File: src/rtl/core/aamm_pkg.sv
package aamm_pkg;

    localparam int FRAC_BITS_DEF    = 16;
    localparam int CORDIC_STEPS_DEF = 24;

    // degree-to-turn factor, 2^64 * 3.1415926 / (360 * pi), rounded
    localparam logic [63:0] TURN_CQ = 64'd51240954886227837;

    localparam logic signed [33:0] CORDIC_GAIN = 34'sd652032874;
    localparam logic signed [33:0] ONE_Q30     = 34'sd1073741824;

    localparam logic [3:0] LAST_POS = 4'd15;

    // one queued request, already split up by the front end
    typedef struct packed {
        logic               angle_neg;
        logic [31:0]        angle_mag;
        logic signed [31:0] axis_x;
        logic signed [31:0] axis_y;
        logic signed [31:0] axis_z;
        logic [31:0]        axis_max;
        logic               axis_zero;
        logic [31:0]        shift_x;
        logic [31:0]        shift_y;
        logic [31:0]        shift_z;
    } item_t;

    // finished matrix: nine rotation words, three translation words
    typedef struct packed {
        logic [8:0][31:0] rot;
        logic [2:0][31:0] shift;
    } mat_t;

    // arctangent of 2^-i in units of 2^-32 turn
    function automatic logic [31:0] atan_turn(input logic [4:0] i);
        logic [31:0] r;
        unique case (i)
            5'd0:  r = 32'd536870912;
            5'd1:  r = 32'd316933406;
            5'd2:  r = 32'd167458907;
            5'd3:  r = 32'd85004756;
            5'd4:  r = 32'd42667331;
            5'd5:  r = 32'd21354465;
            5'd6:  r = 32'd10679838;
            5'd7:  r = 32'd5340245;
            5'd8:  r = 32'd2670163;
            5'd9:  r = 32'd1335087;
            5'd10: r = 32'd667544;
            5'd11: r = 32'd333772;
            5'd12: r = 32'd166886;
            5'd13: r = 32'd83443;
            5'd14: r = 32'd41722;
            5'd15: r = 32'd20861;
            5'd16: r = 32'd10430;
            5'd17: r = 32'd5215;
            5'd18: r = 32'd2608;
            5'd19: r = 32'd1304;
            5'd20: r = 32'd652;
            5'd21: r = 32'd326;
            5'd22: r = 32'd163;
            5'd23: r = 32'd81;
            5'd24: r = 32'd41;
            5'd25: r = 32'd20;
            5'd26: r = 32'd10;
            5'd27: r = 32'd5;
            5'd28: r = 32'd3;
            5'd29: r = 32'd1;
            5'd30: r = 32'd1;
            5'd31: r = 32'd0;
        endcase
        return r;
    endfunction

endpackage

File: src/rtl/core/aamm_emit.sv
module aamm_emit
    import aamm_pkg::*;
#(
    parameter int FRAC_BITS = FRAC_BITS_DEF
)
(
    input  logic        clk,
    input  logic        rst_n,
    input  mat_t        mat,
    input  logic        mat_valid,
    output logic        busy,
    output logic        m_axis_tvalid,
    input  logic        m_axis_tready,
    output logic [39:0] m_axis_tdata,
    output logic        m_axis_tlast
);

    localparam logic [31:0] ONE_WORD = 32'd1 << FRAC_BITS;

    mat_t        buf_reg;
    logic        busy_reg;
    logic [3:0]  pos_reg;
    logic        ov_reg;
    logic [31:0] ow_reg;
    logic [3:0]  oi_reg;
    logic        ol_reg;
    logic        load, adv;
    logic [31:0] w;

    assign busy = busy_reg;
    assign load = mat_valid && !busy_reg;
    assign adv  = busy_reg && (!ov_reg || m_axis_tready);

    assign m_axis_tvalid = ov_reg;
    assign m_axis_tdata  = {4'd0, oi_reg, ow_reg};
    assign m_axis_tlast  = ol_reg;

    always_comb
    begin
        unique case (pos_reg)
            4'd0:  w = buf_reg.rot[0];
            4'd1:  w = buf_reg.rot[1];
            4'd2:  w = buf_reg.rot[2];
            4'd3:  w = '0;
            4'd4:  w = buf_reg.rot[3];
            4'd5:  w = buf_reg.rot[4];
            4'd6:  w = buf_reg.rot[5];
            4'd7:  w = '0;
            4'd8:  w = buf_reg.rot[6];
            4'd9:  w = buf_reg.rot[7];
            4'd10: w = buf_reg.rot[8];
            4'd11: w = '0;
            4'd12: w = buf_reg.shift[0];
            4'd13: w = buf_reg.shift[1];
            4'd14: w = buf_reg.shift[2];
            4'd15: w = ONE_WORD;
        endcase
    end

    always_ff @(posedge clk)
    begin
        if (load)
        begin
            buf_reg <= mat;
        end
        if (adv)
        begin
            ow_reg <= w;
            oi_reg <= pos_reg;
            ol_reg <= (pos_reg == LAST_POS);
        end
    end

    always_ff @(posedge clk or negedge rst_n)
    begin
        if (!rst_n)
        begin
            busy_reg <= 1'b0;
            pos_reg  <= 4'd0;
            ov_reg   <= 1'b0;
        end
        else
        begin
            if (load)
            begin
                busy_reg <= 1'b1;
                pos_reg  <= 4'd0;
            end
            if (adv)
            begin
                ov_reg  <= 1'b1;
                pos_reg <= pos_reg + 4'd1;
                if (pos_reg == LAST_POS)
                begin
                    busy_reg <= 1'b0;
                end
            end
            else if (ov_reg && m_axis_tready)
            begin
                ov_reg <= 1'b0;
            end
        end
    end

    a_busy_mid: assert property (@(posedge clk) disable iff (!rst_n)
        (ov_reg && oi_reg != LAST_POS) |-> busy_reg)
        else $error("matrix released before its last word");

    a_start_pos: assert property (@(posedge clk) disable iff (!rst_n)
        $rose(busy_reg) |-> (pos_reg == 4'd0))
        else $error("matrix started at nonzero position");

    a_next_word: assert property (@(posedge clk) disable iff (!rst_n)
        (ov_reg && m_axis_tready && oi_reg != LAST_POS)
        |=> (ov_reg && oi_reg == $past(oi_reg) + 4'd1))
        else $error("gap or skip in element sequence");

endmodule

File: config.mk
export PLATFORM = sky130hd
export DESIGN_NAME = aamm_emit
export DESIGN_NICKNAME = d
export VERILOG_FILES = /design/src/rtl/core/aamm_pkg.sv /design/src/rtl/core/aamm_emit.sv
export SDC_FILE = /design/constraint.sdc
export NUM_CORES = 1
export LEC_CHECK = 0
export BUFFER_PORTS_ARGS = -buffer_cell sky130_fd_sc_hd__buf_2
export CAP_MARGIN = 0
export CORE_MARGIN = 2
export CORE_UTILIZATION = 45
export CTS_CLUSTER_DIAMETER = 80
export DETAILED_ROUTE_END_ITERATION = 16
export PLACE_DENSITY_LB_ADDON = 0.15
export SLEW_MARGIN = 20
export SYNTH_ARGS = -nofsm -noshare
export SYNTH_HDL_FRONTEND = slang
export SYNTH_SLANG_ARGS = --single-unit
File: constraint.sdc
create_clock -name clk -period 9.7 [get_ports clk]
set_clock_uncertainty 0.15 [all_clocks]
set_input_delay 0.97 -clock clk [delete_from_list [all_inputs] [get_ports clk]]
set_output_delay 0.97 -clock clk [all_outputs]
set_load 0.02 [all_outputs]
==> flow_summary_export.csv <==
group,metric,value,unit
routing,num_vias,9912,
floorplan,start_util,0.454,
power,pwr-share-seq,0.439,
finish,n_fill_cell,2865,
yosys,syn_inst,884,
routing,drt-vias-per-instance,5.45,
power,switching_share,0.317,
timing,max_freq,276,MHz
timing,fin_crit,3.62,ns
floorplan,core,35400,um^2
flow_run,maxCapViolCount,0,
setup_path,cp-start-kind,"flop",
cts,htreeDepth,2,
grt,antenna_found_initial,29,
power,p_switching,1.67,mW
setup_path,path_class,"reg2reg",
setup_path,critPathTopFamily,"compound AO/OA/AOI/OAI gates",
cts,clkLatencyLatePin,0.56,ns
finish,layout.nets,1698,
cts,ctsResizeCount,0,
power,peakVddDrop,0.000150,V
floorplan,rows,69,
timing,tightestPinTransition,1.09,ns
setup_path,required,9.85,ns
routing,wl,43500,um
yosys,ys_ff_latch,427,
grt,grt_pass1_wl,60900,um
cts,path_clk_slew,0.06,ns
yosys,ys_seq_area_frac,0.796,
finish,largest_register_ffs,384,
setup_path,cp.depth,7,
power,internal-power,3.59,mW
place,hpwl,29700,um
floorplan,io_pins,431,
cts,numCtsBuffers,44,
power,combPwrFrac,0.267,
grt,grt_pass1_vias,9981,
yosys,netlist_area,16100,um^2
power,p_clk_frac,0.294,
finish,seq_area,12800,um^2
timing,setup_tns,0,ns
timing,slew_headroom,0.271,
routing,first_pass_iters,7,
cts,cts_hold_buffers,0,
setup_path,reg2reg_depth,7,
timing,final_max_slew_viol_count,0,
finish,drive_above_1_share,0.391,
yosys,yosys.cell_types.count,51,
finish,fin_util,0.562,
floorplan,fp.dieW,193,um
cts,clock-sinks,427,
setup_path,arrival,3.77,ns
cts,clock-root-buffer,"clkbuf_16",
run_status,status,"finished clean",
timing,finalCritPeriodShare,0.373,
finish,syn2layout_area_growth,23.8,%
yosys,async_flop_share,0.0141,
routing,post_drt_wl_per_cell,23.9,um
timing,finalHoldViolCount,0,
min_path,hold_path.class,"in2async",
power,p_leak,7.15,nW
place,io_buffers,426,
timing,setup_viol,0,
setup_path,critPathMaxFanout,69,
yosys,ys_warn_count,0,
routing,drt_iter0_drc,780,
yosys,synth_flop_cell,"edfxtp_1",
grt,grt.overflow.total,0,
yosys,synth-edff-count,421,
cts,postCtsSetupBuffers,0,
cts,clockBufferDepth,3,
setup_path,cp_num_buf_inv,3,
grt,grt_max_degree,119,
finish,multi_input_comb_area,2970,um^2
power,p_per_area,264,nW/um^2
floorplan,dieArea,37200,um^2
timing,rsz0062_at_grt,"false",
routing,drc,0,
setup_path,path_cells,"inv_1 -> ha_4 -> inv_2 -> o21ai_4 -> buf_4 -> o221ai_1 -> o32a_1",
floorplan,die_h,193,um
grt,grtUsageTotal,0.229,
cts,cts_tree,"yes",
routing,ant_nets,0,
setup_path,cpPeakStageDelay,0.76,ns
setup_path,cp_slowest_cell,"ha_4",
power,total_power,5.25,mW
setup_path,cp-end-kind,"flop",
yosys,syn_area_per_cell,18.2,um^2
place,gp_congestion,0.825,
-- cells in the final DEF, fill, tap and decap left out, drive strengths merged, types with 8 or more instances in the layout --
cell type,netlist,routed
buf,52,435
edfxtp,421,421
a22oi,54,54
clkbuf,10,54
nor2,44,44
a21oi,43,43
mux2i,37,37
o22ai,29,29
a221oi,29,29
nand2,24,24
diode,0,21
clkinv,0,20
o21ai,11,11
a22o,10,10
a211oi,10,10
mux4,9,9
nand3,8,8
-- Yosys cell counts, types with 4 or more instances --
master | number | area share
a311oi_1 | 6 | 0.0033
a221oi_2 | 9 | 0.0084
a221oi_1 | 20 | 0.011
buf_4 | 15 | 0.0070
nand2_1 | 23 | 0.0054
clkbuf_1 | 10 | 0.0023
a22o_1 | 10 | 0.0055
mux2_2 | 4 | 0.0028
o32a_1 | 4 | 0.0025
o221ai_1 | 4 | 0.0022
buf_2 | 33 | 0.010
nor2_1 | 44 | 0.010
mux4_2 | 9 | 0.013
ha_1 | 4 | 0.0031
a21oi_1 | 43 | 0.013
a22oi_1 | 54 | 0.025
nor3_1 | 7 | 0.0022
o22ai_1 | 29 | 0.011
inv_1 | 4 | 0.00093
edfxtp_1 | 421 | 0.79
o21ai_0 | 8 | 0.0025
or3_1 | 5 | 0.0019
nand3_1 | 8 | 0.0025
mux2i_1 | 37 | 0.023
a211oi_1 | 10 | 0.0047
a32o_1 | 5 | 0.0031
a222oi_1 | 5 | 0.0031
nand2b_1 | 7 | 0.0027
dfrtp_1 | 6 | 0.0093
a41oi_1 | 5 | 0.0027
-- worst reg2reg max path, cell delays in order, from the launching register on --
cell      delay [ns]
dfrtp_1         0.48
inv_1           0.21
ha_4            0.77
inv_2           0.19
o21ai_4         0.56
buf_4           0.47
o221ai_1        0.22
o32a_1          0.32
-- layer usage --
layer | track usage | up-vias | part of all wire
met5 | 0 | - | 0.0023
met4 | 0.113 | 16 | 0.035
met3 | 0.0650 | 101 | 0.092
met2 | 0.361 | 475 | 0.48
met1 | 0.293 | 4830 | 0.39
li1 | - | 4490 | -
-- final cells by class --
cell class | count | share of cell area
flip-flops and latches | 427 | 0.643
multi-input cells | 393 | 0.149
repair buffers | 435 | 0.111
clock buffers | 54 | 0.0583
well taps | 461 | 0.0290
clock inverters | 22 | 0.00585
diodes | 21 | 0.00264
inverters | 5 | 0.00132
-- path summary, 6_finish.rpt --
check	end	start	slack, ns
max	ow_reg[22]$_DFFE_PP_	pos_reg[0]$_DFFE_PN0P_	6.08
min	m_axis_tvalid$_DFFE_PN0P_	rst_n	0.09
max reg2reg	ow_reg[22]$_DFFE_PP_	pos_reg[0]$_DFFE_PN0P_	6.08
min reg2reg	m_axis_tvalid$_DFFE_PN0P_	m_axis_tvalid$_DFFE_PN0P_	0.37
max in group asynchronous	pos_reg[3]$_DFFE_PN0P_	rst_n	9.13
min in group clk	m_axis_tvalid$_DFFE_PN0P_	m_axis_tvalid$_DFFE_PN0P_	0.37
-- metrics by stage --
step / setup WS, ns / cells / hold WS, ns / instance area (um^2)
2_1_floorplan: 0.161 / 887 / 0.276 / 16100
5_1_grt: 5.85 / 1813 / 0.0687 / 19900
6_report: 6.08 / 1818 / 0.0894 / 19900
3_3_place_gp: 5.57 / 1721 / 0.350 / 18600
3_5_place_dp: 5.53 / 1721 / 0.362 / 18600
4_1_cts: 6.02 / 1797 / 0.0539 / 19800
-- cells by family (layout without fill, tap and decap cells) --
logic type                 after synthesis  count (layout)  share of synthesized area
muxes                                   53              53                     0.0406
AOI/OAI and AO/OA                      223             223                      0.106
and+or+nand+nor                        108             108                     0.0308
adders and majority gates                4               4                    0.00311
buffers and inverters                   67             516                     0.0231
DFF                                    427             427                      0.796
xor gates and xnor gates                 1               1                   0.000545
other                                    1              25                   0.000233
-- power by group through the flow --
stage	combinational, mW	clock (mW)	sequential, mW
after CTS	1.41	1.58	2.31
after floorplan	0.881	0	2.40
after detailed placement	1.40	0	2.35
final	1.40	1.54	2.31
after global routing	1.51	1.65	2.32
after global placement	1.38	0	2.35
Power figures use the tool's default switching activity.
