--- src/rtl/core/aamm_pkg.sv ---
package aamm_pkg;

    localparam int FRAC_BITS_DEF    = 16;
    localparam int CORDIC_STEPS_DEF = 24;

    // degree-to-turn factor, 2^64 * 3.1415926 / (360 * pi), rounded
    localparam logic [63:0] TURN_CQ = 64'd51240954886227837;

    localparam logic signed [33:0] CORDIC_GAIN = 34'sd652032874;
    localparam logic signed [33:0] ONE_Q30     = 34'sd1073741824;

    localparam logic [3:0] LAST_POS = 4'd15;

    // one queued request, already split up by the front end
    typedef struct packed {
        logic               angle_neg;
        logic [31:0]        angle_mag;
        logic signed [31:0] axis_x;
        logic signed [31:0] axis_y;
        logic signed [31:0] axis_z;
        logic [31:0]        axis_max;
        logic               axis_zero;
        logic [31:0]        shift_x;
        logic [31:0]        shift_y;
        logic [31:0]        shift_z;
    } item_t;

    // finished matrix: nine rotation words, three translation words
    typedef struct packed {
        logic [8:0][31:0] rot;
        logic [2:0][31:0] shift;
    } mat_t;

    // arctangent of 2^-i in units of 2^-32 turn
    function automatic logic [31:0] atan_turn(input logic [4:0] i);
        logic [31:0] r;
        unique case (i)
            5'd0:  r = 32'd536870912;
            5'd1:  r = 32'd316933406;
            5'd2:  r = 32'd167458907;
            5'd3:  r = 32'd85004756;
            5'd4:  r = 32'd42667331;
            5'd5:  r = 32'd21354465;
            5'd6:  r = 32'd10679838;
            5'd7:  r = 32'd5340245;
            5'd8:  r = 32'd2670163;
            5'd9:  r = 32'd1335087;
            5'd10: r = 32'd667544;
            5'd11: r = 32'd333772;
            5'd12: r = 32'd166886;
            5'd13: r = 32'd83443;
            5'd14: r = 32'd41722;
            5'd15: r = 32'd20861;
            5'd16: r = 32'd10430;
            5'd17: r = 32'd5215;
            5'd18: r = 32'd2608;
            5'd19: r = 32'd1304;
            5'd20: r = 32'd652;
            5'd21: r = 32'd326;
            5'd22: r = 32'd163;
            5'd23: r = 32'd81;
            5'd24: r = 32'd41;
            5'd25: r = 32'd20;
            5'd26: r = 32'd10;
            5'd27: r = 32'd5;
            5'd28: r = 32'd3;
            5'd29: r = 32'd1;
            5'd30: r = 32'd1;
            5'd31: r = 32'd0;
        endcase
        return r;
    endfunction

endpackage

--- src/rtl/core/aamm_front.sv ---
module aamm_front
    import aamm_pkg::*;
(
    input  logic         clk,
    input  logic         rst_n,
    input  logic         s_axis_tvalid,
    output logic         s_axis_tready,
    input  logic [223:0] s_axis_tdata,
    output item_t        item,
    output logic         item_valid,
    input  logic         item_take
);

    item_t       cls;
    logic [31:0] mag_x, mag_y, mag_z, mag_xy;
    logic signed [31:0] deg;

    item_t       q_reg [2];
    logic        wr_ptr_reg, rd_ptr_reg;
    logic [1:0]  cnt_reg;
    logic        push, pop;

    always_comb
    begin
        deg          = s_axis_tdata[31:0];
        cls.axis_x   = s_axis_tdata[63:32];
        cls.axis_y   = s_axis_tdata[95:64];
        cls.axis_z   = s_axis_tdata[127:96];
        cls.shift_x  = s_axis_tdata[159:128];
        cls.shift_y  = s_axis_tdata[191:160];
        cls.shift_z  = s_axis_tdata[223:192];
        cls.angle_neg = deg[31];
        cls.angle_mag = deg[31] ? 32'(-deg) : deg;
        mag_x  = cls.axis_x[31] ? 32'(-cls.axis_x) : cls.axis_x;
        mag_y  = cls.axis_y[31] ? 32'(-cls.axis_y) : cls.axis_y;
        mag_z  = cls.axis_z[31] ? 32'(-cls.axis_z) : cls.axis_z;
        mag_xy = (mag_y > mag_x) ? mag_y : mag_x;
        cls.axis_max  = (mag_z > mag_xy) ? mag_z : mag_xy;
        cls.axis_zero = (cls.axis_max == 32'd0);
    end

    assign s_axis_tready = (cnt_reg != 2'd2);
    assign push          = s_axis_tvalid && s_axis_tready;
    assign item_valid    = (cnt_reg != 2'd0);
    assign pop           = item_take && item_valid;
    assign item          = q_reg[rd_ptr_reg];

    always_ff @(posedge clk)
    begin
        if (push)
        begin
            q_reg[wr_ptr_reg] <= cls;
        end
    end

    always_ff @(posedge clk or negedge rst_n)
    begin
        if (!rst_n)
        begin
            wr_ptr_reg <= 1'b0;
            rd_ptr_reg <= 1'b0;
            cnt_reg    <= 2'd0;
        end
        else
        begin
            if (push)
            begin
                wr_ptr_reg <= ~wr_ptr_reg;
            end
            if (pop)
            begin
                rd_ptr_reg <= ~rd_ptr_reg;
            end
            if (push && !pop)
            begin
                cnt_reg <= cnt_reg + 2'd1;
            end
            else if (pop && !push)
            begin
                cnt_reg <= cnt_reg - 2'd1;
            end
        end
    end

endmodule

--- config.mk ---
export PLATFORM = sky130hd
export DESIGN_NAME = aamm_front
export DESIGN_NICKNAME = d
export VERILOG_FILES = /design/src/rtl/core/aamm_pkg.sv /design/src/rtl/core/aamm_front.sv
export SDC_FILE = /design/constraint.sdc
export NUM_CORES = 1
export LEC_CHECK = 0
export BUFFER_PORTS_ARGS = -buffer_cell sky130_fd_sc_hd__buf_2
export CORE_MARGIN = 5
export CORE_UTILIZATION = 53
export CTS_BUF_LIST = sky130_fd_sc_hd__clkbuf_4
export DETAILED_ROUTE_END_ITERATION = 12
export HOLD_SLACK_MARGIN = 0.02
export PLACE_DENSITY = 0.9
export SYNTH_ARGS = -nofsm -noshare
export SYNTH_HDL_FRONTEND = slang
export SYNTH_SLANG_ARGS = --single-unit
--- constraint.sdc ---
create_clock -name clk -period 17.2 [get_ports clk]
set_clock_uncertainty 0.1 [all_clocks]
set_input_delay 0 -clock clk [delete_from_list [all_inputs] [get_ports clk]]
set_output_delay 0 -clock clk [all_outputs]
set_load 0.1 [all_outputs]
==> results of run 1 <==
==> worst register-to-register path, stage by stage (launching register included) <==
cell	delay, ns
sky130_fd_sc_hd__dfrtp_1	0.43
sky130_fd_sc_hd__nand2b_1	0.23
sky130_fd_sc_hd__nand2_1	0.21
sky130_fd_sc_hd__nor2_4	0.15
sky130_fd_sc_hd__buf_4	0.80
sky130_fd_sc_hd__buf_4	0.87
==> per-stage QoR <==
step           setup slack, ns  util, %  hold slack, ns
6_report                  8.90     75.4           0.151
5_1_grt                   8.57     75.3           0.112
4_1_cts                   9.16     75.3          0.0229
3_5_place_dp              8.75     60.5          -0.281
3_3_place_gp              9.06     60.5          -0.288
2_1_floorplan             4.03        -          -0.396
==> cell type report <==
| cell class | count | area [um^2] | area share, % |
|---|---|---|---|
| Multi-Input combinational cell | 935 | 7730 | 23.2 |
| Tap cell | 592 | 741 | 2.22 |
| Clock buffer | 171 | 1280 | 3.85 |
| Timing Repair Buffer | 984 | 7390 | 22.2 |
| Clock inverter | 52 | 385 | 1.16 |
| Sequential cell | 520 | 15600 | 46.8 |
| Inverter | 41 | 154 | 0.462 |
| Antenna cell | 15 | 37.5 | 0.113 |
==> placed cells by master, fill, tap and decap left out, types with 18 or more instances in the layout <==
master | Yosys | final
sky130_fd_sc_hd__nor4_1 | 24 | 24
sky130_fd_sc_hd__nor2_1 | 22 | 21
sky130_fd_sc_hd__nand4_1 | 25 | 25
sky130_fd_sc_hd__o31ai_1 | 22 | 22
sky130_fd_sc_hd__a21oi_1 | 38 | 38
sky130_fd_sc_hd__edfxtp_1 | 516 | 516
sky130_fd_sc_hd__clkinv_1 | 0 | 29
sky130_fd_sc_hd__o21ai_0 | 84 | 84
sky130_fd_sc_hd__nand2_1 | 85 | 85
sky130_fd_sc_hd__xor2_1 | 53 | 53
sky130_fd_sc_hd__dlygate4sd3_1 | 0 | 485
sky130_fd_sc_hd__or3_1 | 18 | 18
sky130_fd_sc_hd__xnor2_1 | 67 | 67
sky130_fd_sc_hd__ha_1 | 69 | 69
sky130_fd_sc_hd__clkbuf_4 | 0 | 171
sky130_fd_sc_hd__mux2_2 | 258 | 258
sky130_fd_sc_hd__inv_1 | 41 | 41
sky130_fd_sc_hd__o41ai_1 | 33 | 33
sky130_fd_sc_hd__buf_2 | 1 | 487
sky130_fd_sc_hd__or4_1 | 21 | 21
==> how the worst min path moves through the flow <==
stage	from	to	slack, ns	cells after the start
2_1_floorplan	rst_n	cnt_reg[0]	-0.40	0
3_3_place_gp	rst_n	wr_ptr_reg	-0.29	1
3_5_place_dp	rst_n	wr_ptr_reg	-0.28	1
4_1_cts	s_axis_tdata[10]	q_reg[1][236]	0.02	5
5_1_grt	s_axis_tdata[57]	q_reg[1][122]	0.11	6
6_report	s_axis_tdata[57]	q_reg[1][122]	0.15	6
==> cell families after synthesis <==
kind of cell / count (synthesis)
muxes: 268
AOI/OAI and AO/OA: 215
DFF: 520
and+or+nand+nor: 262
adders and majority gates: 69
buffers and inverters: 101
xor gates and xnor gates: 121
==> power breakdown <==
part	internal, mW	switching, mW
sequential	1.78	0.131
clock	0.558	0.578
combinational	0.685	2.95
total	3.02	3.66
==> layer usage <==
layer	GRT usage (%)	vias to the layer above	wire length (um)
met5	0.196	-	0
met4	23.1	0	6380
met3	11.6	463	8830
met2	60.0	1553	44500
met1	38.3	9433	29800
li1	-	8281	-
==> reports/results.env, run 1 <==
SYNTH_COMPOUND_GATE_AREA_SHARE_PCT=5.80
RUN_STATUS='finished clean'
NUMBER_OF_SYNTHESIZED_REGISTER_BITS=520
CP-STARTPOINT='s_axis_tdata[52]'
SYNTH.MOST_COMMON_CELL='sky130_fd_sc_hd__edfxtp_1'
SYNTH_FP_NETS=1853
POST-ROUTE-MIN-PERIOD_NS=8.30
MOST_FREQUENT_CELLS_AFTER_SYNTHESIS='sky130_fd_sc_hd__edfxtp_1 (516), sky130_fd_sc_hd__mux2_2 (258), sky130_fd_sc_hd__nand2_1 (85)'
AREAGROWTHSYNTHTOFINISH_PCT=40.6
SYNTH.TOP_CELL.AREA_SHARE_PCT=65.4
PLACEMENT.CELL_AREA_UM2=26800
POST_DRT_VIA_CELL_RATIO=5.96
DIE_HEIGHT_UM=221
CRITICAL_PATH_DEPTH=25
TIMING.SETUP.TNS_NS=0
WORST-SETUP-PATH-TYPE='input port to flip-flop'
WORST_R2R_PATH_DEPTH=5
IO_PINS=488
GRT_ANTENNA_BEFORE_REPAIR=12
ROUTED_WL_UM=89600
DRT-PASS1-ITER-COUNT=6
CLOCK_PATH_BUFFERS=3
POWER.LEAKAGE_nW=12.8
GR-USAGE-ALL-LAYERS_PCT=35.5
DRCVIOLATIONCOUNT=0
CORE_REGION_AREA_UM2=44200
INITIAL_UTILIZATION_PCT=53.6
LARGEST_NET_DEGREE_AT_THE_START_OF_GLOBAL_ROUTING=146
PORT-BUFFER-COUNT=487
LARGEST_REGISTER_FFS=516
DRIVE_ABOVE_1_SHARE_PCT=35.9
NUM_VIAS=19700
TIGHTEST_SLEW_NS=1.10
TOTAL_POWER_mW=6.68
LAYOUT.NETS=2912
GRT_FIRST_PASS_WIRELENGTH_UM=132000
CP_PEAK_STAGE_DELAY_NS=0.97
TRITONCTS='built'
CRITICAL_PATH.SLOWEST_CELL='sky130_fd_sc_hd__and2_2'
DIE_X_UM=221
STD_CELL_ROWS=77
PLACE_CONGESTION=0.985
WORSTHOLDPATHTYPE='input port to flip-flop'
DIE_AREA_UM2=49100
FIN_CELLS=3310
TIMING.CRITICAL_PATH.TO='q_reg[0][96]'
FILLERS=2439
MAXSLEWVIOLCOUNT=0
POSTSYNTHCELLCOUNT=1556
WORST_R2R_SETUP_SLACK_NS=13.98
POST_SYNTH_XOR_AREA_FRACTION_PCT=4.50
WORST_PATH_MAX_FANOUT=66
POST_SYNTH_NUM_CELL_TYPES=60
WORST_PATH_BUFS_INVS=4
SYNTH.CELL_AREA_UM2=23700
SHARE_OF_THE_YOSYS_CHIP_AREA_BELONGING_TO_REGISTERS_PCT=65.8
CTSROOTBUFFERMASTER='sky130_fd_sc_hd__clkbuf_4'
DRT_ITER0_DRC=1984
DOMINANT_CELLS_BY_AREA_AFTER_SYNTHESIS='sky130_fd_sc_hd__edfxtp_1 (65%), sky130_fd_sc_hd__mux2_2 (12%), sky130_fd_sc_hd__ha_1 (3.6%)'
CTS_SINKS=520
POSTSYNTHAREAPERCELL_UM2=15.2
ASYNC_RESET_FF_SHARE_PCT=0.769
CLOCK_LATENCY_NS=0.97
SYNTH-EDFF-COUNT=516
YOSYS.AREA.TOP_TYPE='sky130_fd_sc_hd__edfxtp_1'
SYNTH-WARNING-COUNT=0
MAX_CAP_VIOL_COUNT=0
GLOBALROUTE.TOTALOVERFLOW=0
ROUTE.DETAILED.WL_PER_INST_UM=27.1
FINAL_DESIGN_AREA_NO_FILL_UM2=33300
POST_CTS_RESIZED=0
POSTCTSHOLDBUFS=485
VIA_COUNT_OF_THE_FIRST_GLOBAL_ROUTING_PASS=21000
FINAL-HOLD-VIOLATION-COUNT=0
TOTAL_SETUP_BUFFERS_INSERTED_AFTER_CTS=0
TIMING.CRITICAL_PATH.TO_TYPE='flip-flop'
CTS-BUFFERS-INSERTED=133
TIMING.CRITICAL_PATH.ARRIVAL_NS=8.92
REG2REG_TO='q_reg[0][194]'
CTSHTREEMAXLEVEL=4
CRITICAL_PATH.STARTPOINT_TYPE='input port'
WORST_EP_REQUIRED_TIME_NS=17.82
YS.FLOP_TYPE='sky130_fd_sc_hd__edfxtp_1'
WORST_R2R_STARTPOINT='cnt_reg[0]'
CTS.CLK_SLEW.WORST_PATHS_NS=0.06
SYNTH.MUX.AREA_FRACTION_PCT=12.7
GRT_SETUP_UNREPAIRED='no'
MIN_PERIOD_OVER_PERIOD_PCT=48.3
ACHIEVABLE-FREQUENCY_MHz=120
SETUP-VIOLATIONS-FINAL=0
PLACED_CELLS=2587
PLACE_HPWL_UM=47400
POWER_DENSITY_nW_PER_UM2=200
POST_SYNTH_FA_HA_MAJ_AREA_FRACTION_PCT=3.64
CRITICAL_PATH.TOP_DELAY_FAMILY='simple AND/OR/NAND/NOR gates'
ANT_NETS=0
SLEW_HEADROOM_PCT=26.6
SYNTH_TOP_FAMILY_BY_AREA='multiplexers'
SYNTH_SIMPLE_GATE_AREA_SHARE_PCT=5.95
WORST_IR_DROP_VDD_mV=0.223
Note: power is estimated with default switching activity, not from simulation.
==> run 2, diff against run 1 <==
==> constraint.sdc (replaced) <==
create_clock -name clk -period 8.1 [get_ports clk]
set_clock_uncertainty 0.1 [all_clocks]
set_input_delay 0 -clock clk [delete_from_list [all_inputs] [get_ports clk]]
set_output_delay 0 -clock clk [all_outputs]
set_load 0.1 [all_outputs]
==> run 2 against run 1 <==
Against the previous run: critical path depth is 1 higher; total power is 110% higher; largest power group unchanged; combinational power is 110% higher; setup slack worse by 8.5 ns; flip-flop and latch count stayed put; cell count is 0.73% higher; hold slack better by 0.019 ns; global-route usage is 0.18 points lower; via count hardly changed; non-clock buffer count is 22 higher.
==> reports/results.env, run 2 (synthesized netlist as in run 1, its figures left out) <==
ROUTE.DETAILED.WL_PER_INST_UM=26.7  # -1.4%
TIMING.CRITICAL_PATH.ARRIVAL_NS=8.33  # -0.59 ns
MAXSLEWVIOLCOUNT=0  # unchanged
WHS_NS=0.170  # +0.0187 ns
CRITICAL_PATH.SLOWEST_CELL='sky130_fd_sc_hd__and2_1'
CLOCK_PATH_BUFFERS=3  # unchanged
DRT-PASS1-ITER-COUNT=8  # +2
LARGEST_REGISTER_FFS=516  # unchanged
DIE_AREA_UM2=49100  # unchanged
STD_CELL_ROWS=77  # unchanged
GRT_ANTENNA_BEFORE_REPAIR=13  # +1
SETUP-VIOLATIONS-FINAL=0  # unchanged
POST-ROUTE-MIN-PERIOD_NS=7.67
REG2REG_TO='q_reg[0][165]'
TIGHTEST_SLEW_NS=1.14  # +0.0426 ns
POST_CTS_RESIZED=0  # unchanged
HOLD_PATH_STARTPOINT='s_axis_tdata[112]'
HIGHEST_COUNT_CELLS_IN_THE_LAYOUT_IGNORING_FILL_AND_TAPS='sky130_fd_sc_hd__edfxtp_1 (516), sky130_fd_sc_hd__dlygate4sd3_1 (490), sky130_fd_sc_hd__buf_2 (487), sky130_fd_sc_hd__mux2_2 (258), sky130_fd_sc_hd__clkbuf_4 (195)'
ANT_NETS=0  # unchanged
DR_WL_MET3_UM=9240  # +4.7%
IO_PINS=488  # unchanged
WORST_R2R_SETUP_SLACK_NS=5.13  # -8.85 ns
LAYOUT.CORE_UTILIZATION_PCT=75.8  # +0.40 points
WORST_PATH_MAX_FANOUT=26  # -61%
CTSROOTBUFFERMASTER='sky130_fd_sc_hd__clkbuf_4'
GRT_FIRST_PASS_WIRELENGTH_UM=131000  # -1.1%
GRT_SETUP_UNREPAIRED='no'
SLEW_HEADROOM_PCT=22.8  # -3.8 points
WORST-SETUP-PATH-TYPE='input port to flip-flop'
ROUTE.TOP_LAYER_USED='met5'
WL_MET1_UM=29500  # -1.2%
PLACEMENT.CELL_AREA_UM2=26900  # +0.66%
TRITONCTS='built'
TIMING.SETUP.TNS_NS=0  # unchanged
WORST_R2R_STARTPOINT='cnt_reg[0]'
FINAL_DESIGN_AREA_NO_FILL_UM2=33500  # +0.54%
POWER.LEAKAGE_nW=12.9  # +0.95%
GLOBALROUTE.TOTALOVERFLOW=0  # unchanged
WORST_IR_DROP_VDD_mV=0.449  # +100%
GR-USAGE-ALL-LAYERS_PCT=35.3  # -0.18 points
ACHIEVABLE-FREQUENCY_MHz=130
FIN_CELLS=3334  # +0.73%
DRT_ITER0_DRC=2153  # +8.5%
RUN_STATUS='finished clean'
CLOCK_LATENCY_NS=0.94  # -0.03 ns
POWER_DENSITY_nW_PER_UM2=422  # +110%
TIMING.CRITICAL_PATH.TO_TYPE='flip-flop'
CTS_SINKS=520  # unchanged
MOST_COMMON_CELL_AFTER_LAYOUT_FILL_AND_TAPS_ASIDE='sky130_fd_sc_hd__edfxtp_1'
WORST_EP_REQUIRED_TIME_NS=8.76  # -9.06 ns
FINAL-HOLD-VIOLATION-COUNT=0  # unchanged
CTS.CLK_SLEW.WORST_PATHS_NS=0.06  # about the same
LAYOUT.NETS=2932  # +0.69%
LARGEST_NET_DEGREE_AT_THE_START_OF_GLOBAL_ROUTING=149  # +2.1%
CP_PEAK_STAGE_DELAY_NS=0.82  # -0.15 ns
ROUTED_WL_UM=88900  # -0.73%
VIA_COUNT_OF_THE_FIRST_GLOBAL_ROUTING_PASS=20700  # -1.4%
CORE_REGION_AREA_UM2=44200  # unchanged
DRCVIOLATIONCOUNT=0  # unchanged
WORST_R2R_PATH_DEPTH=5  # unchanged
AREAGROWTHSYNTHTOFINISH_PCT=41.4
CRITICAL_PATH.STARTPOINT_TYPE='input port'
INITIAL_UTILIZATION_PCT=53.6  # unchanged
DIE_X_UM=221  # unchanged
MIN_PERIOD_OVER_PERIOD_PCT=94.7
POST_DRT_VIA_CELL_RATIO=5.92  # -0.65%
MAX_CAP_VIOL_COUNT=0  # unchanged
SETUP_WS_NS=0.428  # -8.47 ns
DP_WORST_SETUP_SLACK_NS=0.382  # -8.37 ns
DIE_HEIGHT_UM=221  # unchanged
PORT-BUFFER-COUNT=487  # unchanged
PLACE_CONGESTION=0.981  # -0.33%
NUM_VIAS=19700  # +0.071%
TOTAL_POWER_mW=14.1  # +110%
MIN_TO='q_reg[0][113]'
DR_WL_MET2_UM=43200  # -3.0%
PLACED_CELLS=2604  # +0.66%
WORSTHOLDPATHTYPE='input port to flip-flop'
DRIVE_ABOVE_1_SHARE_PCT=36.8  # +0.84 points
NUMBER_OF_CELLS_TRAVERSED_BY_THE_WORST_HOLD_PATH=5  # -1
PLACE_HPWL_UM=47600  # +0.30%
CTSHTREEMAXLEVEL=4  # unchanged
CTS-BUFFERS-INSERTED=131  # -1.5%
[run 2: cell count changes in the layout (fill, tap and decap cells not counted), moves of 2 or more]
cell                            change
sky130_fd_sc_hd__inv_2              +2
sky130_fd_sc_hd__buf_4             +13
sky130_fd_sc_hd__buf_12             +4
sky130_fd_sc_hd__clkinv_4           -3
sky130_fd_sc_hd__bufinv_16          -5
sky130_fd_sc_hd__clkbuf_4          +24
sky130_fd_sc_hd__clkinv_1          -13
sky130_fd_sc_hd__dlygate4sd3_1      +5
sky130_fd_sc_hd__clkinv_2           -3
[run 2: cell type report]
| cell class | instances | area [um^2] |
|---|---|---|
| antenna | 14 | 35.0 |
| clock buffer | 195 | 1460 |
| timing repair buffer | 1006 | 7620 |
| fill | 2390 | 10700 |
| sequential | 520 | 15600 |
| inverter | 41 | 154 |
| clock inverter | 31 | 160 |
| tap | 592 | 741 |
| multi-input combinational | 935 | 7730 |
[run 2: timing repair]
item	CTS	global route
hold buffers	490	0
buffers inserted	0	0
setup endpoints to repair	0	0
hold endpoints to repair	757	0
[run 2: routing by layer]
layer  GRT usage, %  vias up
li1               -     8331
met1           38.0     9465
met2           58.6     1481
met3           12.0      461
met4           24.9        6
met5              0        -
[run 2: worst max path at each step]
stage                     startpoint           end  slack (ns)
finish              s_axis_tdata[32]  q_reg[0][96]        0.43
global route        s_axis_tdata[32]  q_reg[0][96]         0.1
CTS                 s_axis_tdata[32]  q_reg[0][96]        0.65
detailed placement  s_axis_tdata[52]  q_reg[1][96]        0.38
global placement    s_axis_tdata[52]  q_reg[0][96]        0.48
floorplan                 cnt_reg[0]   q_reg[1][0]        0.08
[run 2: power by group]
group	internal [mW]	total, mW	switching, mW
Sequential	3.78	4.04	0.254
Combinational	1.49	7.77	6.28
Clock	1.13	2.33	1.20
[run 2: critical path: cells and delay by family]
| family | cells | cell delay (ns) |
|---|---|---|
| buf+inv | 5 | 1.53 |
| fa+ha+maj | 2 | 0.74 |
| simple gates | 12 | 3.87 |
| xor+xnor | 1 | 0.52 |
| compound gates | 6 | 1.66 |
